$ cat src/sv/scpaf_pkg.sv
// Shared codes, constants and lookup tables for the smartcard PPS/APDU framer.
package scpaf_pkg;

   // Operation codes carried in req_tuser
   typedef enum logic [1:0] {
      OP_RX_BYTE  = 2'd0,
      OP_RESET    = 2'd1,
      OP_ARM_DATA = 2'd2,
      OP_IDLE     = 2'd3
   } op_type;

   // Event codes reported on the last result of a transaction
   typedef enum logic [2:0] {
      EVT_NONE       = 3'd0,
      EVT_HEADER     = 3'd1,
      EVT_PPS_OK     = 3'd2,
      EVT_PPS_DFLT   = 3'd3,
      EVT_DATA_DONE  = 3'd4,
      EVT_RESET_DONE = 3'd5
   } evt_type;

   localparam int ATR_BYTES_DEF  = 20;
   localparam int PPS_TABLE_SIZE = 15;

   localparam logic [7:0] PPS_START   = 8'hFF;
   localparam logic [7:0] PPS0_VALUE  = 8'h10;
   localparam logic [7:0] PPS_DFLT_1  = 8'h00;
   localparam logic [3:0] DIV_DEFAULT = 4'd2;
   localparam logic [8:0] COUNT_MAX   = 9'd511;

   // Answer-to-reset bytes; entries past the fixed twenty are zero
   function automatic logic [7:0] atr_byte(input logic [4:0] pos);
      logic [7:0] val;
      case (pos)
         5'd0:    val = 8'h3B;
         5'd1:    val = 8'h9D;
         5'd2:    val = 8'h96;
         5'd3:    val = 8'h80;
         5'd4:    val = 8'h1F;
         5'd5:    val = 8'hC6;
         5'd6:    val = 8'h43;
         5'd7:    val = 8'h43;
         5'd8:    val = 8'h20;
         5'd9:    val = 8'h42;
         5'd10:   val = 8'h6F;
         5'd11:   val = 8'h6F;
         5'd12:   val = 8'h74;
         5'd13:   val = 8'h6C;
         5'd14:   val = 8'h6F;
         5'd15:   val = 8'h61;
         5'd16:   val = 8'h64;
         5'd17:   val = 8'h65;
         5'd18:   val = 8'h72;
         5'd19:   val = 8'h55;
         default: val = 8'h00;
      endcase
      return val;
   endfunction

   // PPS1:PCK keys; the table position plus one is the divisor
   function automatic logic [15:0] rate_key(input logic [3:0] pos);
      logic [15:0] val;
      case (pos)
         4'd0:    val = 16'h31DE;
         4'd1:    val = 16'h11FE;
         4'd2:    val = 16'h12FD;
         4'd3:    val = 16'h13FC;
         4'd4:    val = 16'h14FB;
         4'd5:    val = 16'h15FA;
         4'd6:    val = 16'h16F9;
         4'd7:    val = 16'h18F7;
         4'd8:    val = 16'h917E;
         4'd9:    val = 16'h927D;
         4'd10:   val = 16'h937C;
         4'd11:   val = 16'h947B;
         4'd12:   val = 16'h957A;
         4'd13:   val = 16'h9679;
         4'd14:   val = 16'h9778;
         default: val = 16'h0000;
      endcase
      return val;
   endfunction

endpackage

$ cat src/sv/smartcard_pps_apdu_framer_core.sv
// Card-side ISO 7816 T=0 framer: PPS handling, ATR send and APDU header capture.
// The first result of a transaction is offered in the cycle after acceptance.
// One transaction per cycle when it yields a single result and the result channel is ready;
// a PPS echo yields five results, a PPS default reply four and a reset request ATR_BYTES,
// emitted by the result sequencer at one result per cycle while the result channel is ready.
// Reset (synchronous, active high): idle state, zero count and length, divisor 2.
module smartcard_pps_apdu_framer_core
   import scpaf_pkg::*;
#(
   parameter int ATR_BYTES = ATR_BYTES_DEF
) (
   input  logic        clock,
   input  logic        reset,
   // request channel
   input  logic        req_tvalid,
   output logic        req_tready,
   input  logic [23:0] req_tdata,  // [7:0] rx_byte, [16:8] data_length, [23:17] zero
   input  logic [1:0]  req_tuser,  // [1:0] operation
   // result channel
   output logic        rsp_tvalid,
   input  logic        rsp_tready,
   output logic [63:0] rsp_tdata,  // [7:0] tx_byte, [11:8] baud_divisor,
                                   // [20:12] store_index, [28:21] hdr_class,
                                   // [36:29] hdr_instruction, [44:37] hdr_param1,
                                   // [52:45] hdr_param2, [60:53] hdr_length, [63:61] zero
   output logic        rsp_tlast,
   output logic [3:0]  rsp_tuser   // [0] tx_valid, [3:1] event_res
);

   localparam int BeatSpan = (ATR_BYTES > 5) ? ATR_BYTES : 5;
   localparam int BeatW    = $clog2(BeatSpan);
   localparam logic [BeatW-1:0] AtrLast = BeatW'(ATR_BYTES - 1);

   typedef enum logic [1:0] {
      ST_IDLE = 2'd0,
      ST_HDR  = 2'd1,
      ST_DATA = 2'd2,
      ST_DONE = 2'd3
   } pstate_type;

   typedef enum logic [1:0] {
      KIND_SINGLE = 2'd0,
      KIND_ECHO   = 2'd1,
      KIND_DFLT   = 2'd2,
      KIND_ATR    = 2'd3
   } kind_type;

   // protocol state
   pstate_type       state_ff, state_in;
   logic [8:0]       count_ff, count_in;
   logic [8:0]       explen_ff, explen_in;
   logic [3:0]       div_ff, div_in;
   logic [4:0][7:0]  hb_ff;

   // result sequencer
   logic             busy_ff;
   logic [BeatW-1:0] beat_ff;
   kind_type         kind_ff, kind_in;
   evt_type          evt_ff, evt_in;
   logic [8:0]       idx_ff, idx_in;
   logic [3:0]       divpre_ff, divpre_in;
   logic [4:0][7:0]  hdr_ff, hdr_in;

   // request fields
   op_type           op;
   logic [7:0]       rx_byte;
   logic [8:0]       data_length;

   logic             req_acc;
   logic             hb_wr;
   logic [4:0][7:0]  hb_next;
   logic [8:0]       count_inc;
   logic             is_pps;
   logic             key_hit;
   logic [3:0]       key_pos;
   logic [15:0]      key;

   logic [BeatW-1:0] last_beat;
   logic             beat_last;
   logic [7:0]       tx_byte;
   logic             tx_valid;

   assign op          = op_type'(req_tuser);
   assign rx_byte     = req_tdata[7:0];
   assign data_length = req_tdata[16:8];

   // sequencer frees up on the final result of the current transaction
   always_comb begin
      case (kind_ff)
         KIND_SINGLE: last_beat = '0;
         KIND_ECHO:   last_beat = BeatW'(4);
         KIND_DFLT:   last_beat = BeatW'(3);
         KIND_ATR:    last_beat = AtrLast;
         default:     last_beat = '0;
      endcase
   end

   assign beat_last  = (beat_ff == last_beat);
   assign req_tready = !busy_ff || (rsp_tready && beat_last);
   assign req_acc    = req_tvalid && req_tready;

   // header bytes as they stand after this received byte
   assign hb_wr     = (state_ff == ST_IDLE) && (count_ff < 9'd5);
   assign count_inc = (count_ff == COUNT_MAX) ? COUNT_MAX : count_ff + 9'd1;

   always_comb begin
      for (int i = 0; i < 5; i++) begin
         hb_next[i] = (hb_wr && (count_ff[2:0] == 3'(i))) ? rx_byte : hb_ff[i];
      end
   end

   assign is_pps = (state_ff == ST_IDLE) && (hb_next[0] == PPS_START) &&
                   ((count_inc == 9'd4) ||
                    ((hb_next[1] == 8'h00) && (count_inc == 9'd3)));

   // look up PPS1:PCK, first match wins
   assign key = {hb_next[2], hb_next[3]};
   always_comb begin
      key_hit = 1'b0;
      key_pos = '0;
      for (int i = PPS_TABLE_SIZE - 1; i >= 0; i--) begin
         if (rate_key(4'(i)) == key) begin
            key_hit = 1'b1;
            key_pos = 4'(i);
         end
      end
   end

   // next protocol state and the result burst for an accepted transaction
   always_comb begin
      state_in  = state_ff;
      count_in  = count_ff;
      explen_in = explen_ff;
      div_in    = div_ff;
      kind_in   = KIND_SINGLE;
      evt_in    = EVT_NONE;
      idx_in    = '0;
      divpre_in = div_ff;
      hdr_in    = '0;
      case (op)
         OP_RESET: begin
            div_in    = DIV_DEFAULT;
            divpre_in = DIV_DEFAULT;
            state_in  = ST_IDLE;
            count_in  = '0;
            kind_in   = KIND_ATR;
            evt_in    = EVT_RESET_DONE;
         end
         OP_ARM_DATA: begin
            state_in  = ST_DATA;
            explen_in = data_length;
         end
         OP_IDLE: begin
            state_in = ST_IDLE;
            count_in = '0;
         end
         OP_RX_BYTE: begin
            idx_in   = count_ff;
            count_in = count_inc;
            if (is_pps) begin
               count_in = '0;
               if (hb_next[1] != PPS0_VALUE) begin
                  kind_in = KIND_DFLT;
                  evt_in  = EVT_PPS_DFLT;
                  div_in  = DIV_DEFAULT;
               end else if ((hb_next[0] ^ hb_next[1] ^ hb_next[2]) == hb_next[3]) begin
                  if (key_hit) begin
                     kind_in = KIND_ECHO;
                     evt_in  = EVT_PPS_OK;
                     div_in  = key_pos + 4'd1;
                  end else begin
                     kind_in = KIND_DFLT;
                     evt_in  = EVT_PPS_DFLT;
                     div_in  = DIV_DEFAULT;
                  end
               end
            end else if ((state_ff == ST_IDLE) && (count_inc == 9'd5)) begin
               state_in = ST_HDR;
               count_in = '0;
               evt_in   = EVT_HEADER;
               hdr_in   = hb_next;
            end else if ((state_ff == ST_DATA) && (count_inc == explen_ff)) begin
               state_in = ST_DONE;
               count_in = '0;
               evt_in   = EVT_DATA_DONE;
            end
         end
         default: begin
            state_in = state_ff;
         end
      endcase
   end

   // hold protocol state, header bytes and the result burst; advance per result
   always_ff @(posedge clock) begin
      if (reset) begin
         state_ff  <= ST_IDLE;
         count_ff  <= '0;
         explen_ff <= '0;
         div_ff    <= DIV_DEFAULT;
         busy_ff   <= 1'b0;
         beat_ff   <= '0;
      end else if (req_acc) begin
         state_ff  <= state_in;
         count_ff  <= count_in;
         explen_ff <= explen_in;
         div_ff    <= div_in;
         busy_ff   <= 1'b1;
         beat_ff   <= '0;
      end else if (busy_ff && rsp_tready) begin
         if (beat_last) begin
            busy_ff <= 1'b0;
         end else begin
            beat_ff <= beat_ff + 1'b1;
         end
      end
   end

   always_ff @(posedge clock) begin
      if (req_acc) begin
         kind_ff   <= kind_in;
         evt_ff    <= evt_in;
         idx_ff    <= idx_in;
         divpre_ff <= divpre_in;
         hdr_ff    <= hdr_in;
         if ((op == OP_RX_BYTE) && hb_wr) begin
            hb_ff[count_ff[2:0]] <= rx_byte;
         end
      end
   end

   // select the byte to transmit for the current result
   always_comb begin
      tx_byte  = '0;
      tx_valid = 1'b0;
      case (kind_ff)
         KIND_SINGLE: begin
            tx_valid = 1'b0;
         end
         KIND_ECHO: begin
            tx_valid = (beat_ff != '0);
            case (beat_ff)
               BeatW'(1): tx_byte = hb_ff[0];
               BeatW'(2): tx_byte = hb_ff[1];
               BeatW'(3): tx_byte = hb_ff[2];
               BeatW'(4): tx_byte = hb_ff[3];
               default:   tx_byte = '0;
            endcase
         end
         KIND_DFLT: begin
            tx_valid = (beat_ff != '0);
            case (beat_ff)
               BeatW'(1): tx_byte = PPS_START;
               BeatW'(2): tx_byte = PPS_DFLT_1;
               BeatW'(3): tx_byte = PPS_START;
               default:   tx_byte = '0;
            endcase
         end
         KIND_ATR: begin
            tx_valid = 1'b1;
            tx_byte  = atr_byte(5'(beat_ff));
         end
         default: begin
            tx_valid = 1'b0;
         end
      endcase
   end

   // drive the result channel
   assign rsp_tvalid = busy_ff;
   assign rsp_tlast  = beat_last;
   assign rsp_tdata  = {3'b000, hdr_ff[4], hdr_ff[3], hdr_ff[2], hdr_ff[1], hdr_ff[0],
                        idx_ff, (beat_last ? div_ff : divpre_ff), tx_byte};
   assign rsp_tuser  = {(beat_last ? evt_ff : EVT_NONE), tx_valid};

endmodule

$ cat config.mk
export PLATFORM = sky130hd
export DESIGN_NAME = smartcard_pps_apdu_framer_core
export DESIGN_NICKNAME = d
export VERILOG_FILES = /design/src/sv/scpaf_pkg.sv /design/src/sv/smartcard_pps_apdu_framer_core.sv
export SDC_FILE = /design/constraint.sdc
export NUM_CORES = 1
export LEC_CHECK = 0
export ABC_AREA = 1
export BUFFER_PORTS_ARGS = -buffer_cell sky130_fd_sc_hd__buf_2
export CAP_MARGIN = 15
export CORE_AREA = 2 2 108 152
export DETAILED_ROUTE_END_ITERATION = 10
export DIE_AREA = 0 0 110 154
export HOLD_SLACK_MARGIN = 0.05
export PLACE_DENSITY = 0.71
export RECOVER_POWER = 100
export SLEW_MARGIN = 30
export SYNTH_ARGS = -nofsm -noshare
export SYNTH_HDL_FRONTEND = slang
export SYNTH_SLANG_ARGS = --single-unit
$ cat constraint.sdc
create_clock -name clock -period 5.09 [get_ports clock]
set_clock_uncertainty 0.1 [all_clocks]
set_input_delay 0.509 -clock clock [delete_from_list [all_inputs] [get_ports clock]]
set_output_delay 0.509 -clock clock [all_outputs]
set_load 0.03 [all_outputs]
==> impl_metrics.yaml <==
status:
  status: "finished with violations"
  violations: "max-capacitance violations, max-slew violations"
power_and_ir_drop:
  finalPower_mw: 2.93
  powerDensity_nw_per_um2: 329
  leakage_nw: 3.88
  peakVddDrop_mv: 0.261
clock_tree:
  cts.repair.resized: 0
  clock-root-buffer: "clkbuf_16"
  cts_tree: "built"
  cts_sinks: 136
  cts_buffer_depth: 2
  cts.reportedPaths.clkPinSlew_ns: 0.06
  cts_setup_buffers: 0
  cts_htree_levels: 4
  insertion_delay_ns: 0.43
  ctsHoldBuffers: 0
  cts_made_buffers: 17
synthesis:
  synth.area.top_cells: "edfxtp_1, nand2_1, dfxtp_1"
  ys_warn_count: 0
  yosysSeqAreaShare: 0.471
  synth_top_area_frac: 0.374
  yosysTopAreaCell: "edfxtp_1"
  synth-main-ff-cell: "edfxtp_1"
  syn_inst: 990
  yosys.cell_count.top_type: "nand2_1"
  ys_ff_latch: 136
  synth.distinct_cells: 40
  synth_edf_count: 98
  avgSynthCellArea_um2: 7.95
  synth_async_sr_flop_share: 0
  synth_common_cells: "nand2_1, inv_1, nor2_1"
  netlist_area_um2: 7870
die:
  die_x_um: 110
  die_area_um2: 16900
  die_h_um: 154
  ioPinCount: 101
  start_util: 0.509
  rows: 54
  core_area_um2: 15500
finish:
  area_delta_synth_final_pct: 13.4
  post_layout_nonfiller_instances: 1287
  nets: 1129
  design_area_um2: 8920
  diodes: 0
  fin_util: 0.577
  drive_gt1_frac: 0.0834
place:
  dp_cells: 1255
  pre_cts_slack_ns: 1.26
  numPortBuffers: 90
  hpwl_um: 14800
  place.gp.congestion: 0.953
  place_area_um2: 8450
sta:
  worst_pin_slew_ns: 1.85
  tns_ns: 0
  max_freq_mhz: 244
  timing.final.ws_setup_ns: 0.988
  drv_slew: 42
  finalSetupViolations: 0
  relSlewSlack: -0.236
  hold_viol: 0
  finalCritPeriodShare: 0.806
  min_period_ns: 4.10
  rsz0062_at_grt: "no"
  fin_hold_ws_ns: 0.252
grt:
  grtUsageTotal: 0.254
  grt_pass1_vias: 6654
  grt_pass1_wl_um: 33000
  gr-total-overflow: 0
  antenna_found_initial: 0
  grt_max_degree: 73
setup_path:
  crit_start: "count_ff[0]$_SDFFE_PP0P_"
  critPathArrivalTime_ns: 4.08
  crit_type: "reg2reg"
  timing.rr.start: "count_ff[0]$_SDFFE_PP0P_"
  crit_fanout: 41
  required_ns: 5.07
  crit_path_start_kind: "register"
  end_kind: "register"
route:
  drcViolationCount: 0
  vias: 7017
  vias_per_cell: 5.45
  wl_per_cell_um: 16.0
  first_pass_iters: 6
  postRouteAntennaNets: 0
  wl_um: 20600
  drt_iter0_drc: 494
worst_hold_path:
  hold_path_startpoint: "req_tdata[16]"
  min_path_type: "in2reg"
job:
  drv_cap: 1
==> logic make-up (layout without fill, tap and decap cells) <==
kind of cell / after synthesis / count (layout) / synth area share
buffers and inverters: 177 / 276 / 0.0949
other: 1 / 3 / 0.000476
adder cells (fa/ha/maj): 21 / 21 / 0.0334
AO/OA/AOI/OAI: 119 / 119 / 0.0860
XOR/XNOR: 18 / 18 / 0.0200
AND/OR/NAND/NOR: 518 / 518 / 0.295
flip-flops: 136 / 136 / 0.471
==> sequential cells by signal (all words and copies together), names as in the netlist, named ones only <==
name / cells
rsp_tvalid: 1
kind_ff: 2
div_ff: 4
count_ff: 9
idx_ff: 9
beat_ff: 5
state_ff: 2
evt_ff: 3
hb_ff: 40
rsp_tdata: 40
explen_ff: 9
divpre_ff: 4
==> placed cells by master (no fill, tap or decap), types with 2 or more instances in the layout <==
cell type  Yosys  layout
nand3_1       35      37
clkinv_4       0       2
xnor2_1        2       2
buf_4          7       4
bufinv_16      0       4
inv_2          5       4
nor2_4         4       3
nand2_1      249     251
o31ai_1        2       2
nand2_2       10       8
inv_1        139     140
nand3_4        2       2
ha_1          21      21
o22ai_1       17      17
clkbuf_1      14      82
or2_2          8       8
xor2_1        16      16
nand3_2        5       3
o2111ai_1      2       2
nor2_2        10       7
a31oi_1        8       9
a21oi_1       42      42
nand4_1       48      48
inv_8          0       2
buf_2          3      13
conb_1         1       3
o211ai_1       2       2
nor4_1         3       3
nor3_1        17      17
o21ai_1        7       7
o21ai_2        5       5
edfxtp_1      98      98
o21ai_0       31      31
inv_6          0       4
clkbuf_16      0      17
nor2_1       125     129
dfxtp_1       38      38
==> layer usage <==
metal  vias to the layer above  part of all wire  GRT usage
li1                       3426                 -          -
met1                      3230              0.38      0.292
met2                       308              0.52      0.452
met3                        53             0.062     0.0424
met4                         0             0.038      0.115
met5                         -                 0          0
==> final timing paths <==
path	end	slack [ns]	depth (start not counted)
max	rsp_tdata[28]$_SDFFCE_PP0P_	0.99	13
max reg2reg	rsp_tdata[28]$_SDFFCE_PP0P_	0.99	13
min reg2reg	div_ff[0]$_SDFFE_PP0P_	0.37	2
min	explen_ff[8]$_SDFFE_PP0P_	0.25	3
==> worst max-delay path, cell delays in order (launching register included) <==
cell      delay [ns]
dfxtp_1         0.51
ha_1            0.24
nand2_1         0.10
nor2_1          0.26
nand3_1         0.35
nand2_1         0.26
inv_1           0.08
nand2_1         0.06
inv_1           0.05
nand3_1         0.07
nor2_1          0.06
nand3_1         0.07
clkbuf_1        1.33
nor2_1          0.23
==> layout make-up <==
class / count / area, um^2
clock buffers: 17 / 425
clock inverters: 15 / 213
fillers: 1449 / 6550
inverters: 145 / 544
multi-input cells: 679 / 3390
flip-flops and latches: 136 / 3700
well taps: 196 / 245
repair buffers: 99 / 403
==> power breakdown <==
| group | total (mW) | internal (mW) | switching, mW | leakage [nW] |
|---|---|---|---|---|
| logic | 0.342 | 0.0766 | 0.266 | 2.33 |
| clock network | 1.35 | 0.832 | 0.515 | 0.309 |
| registers | 1.24 | 1.23 | 0.0140 | 1.24 |
| total | 2.93 | 2.14 | 0.794 | 3.88 |
Note: power is estimated with default switching activity, not from simulation.
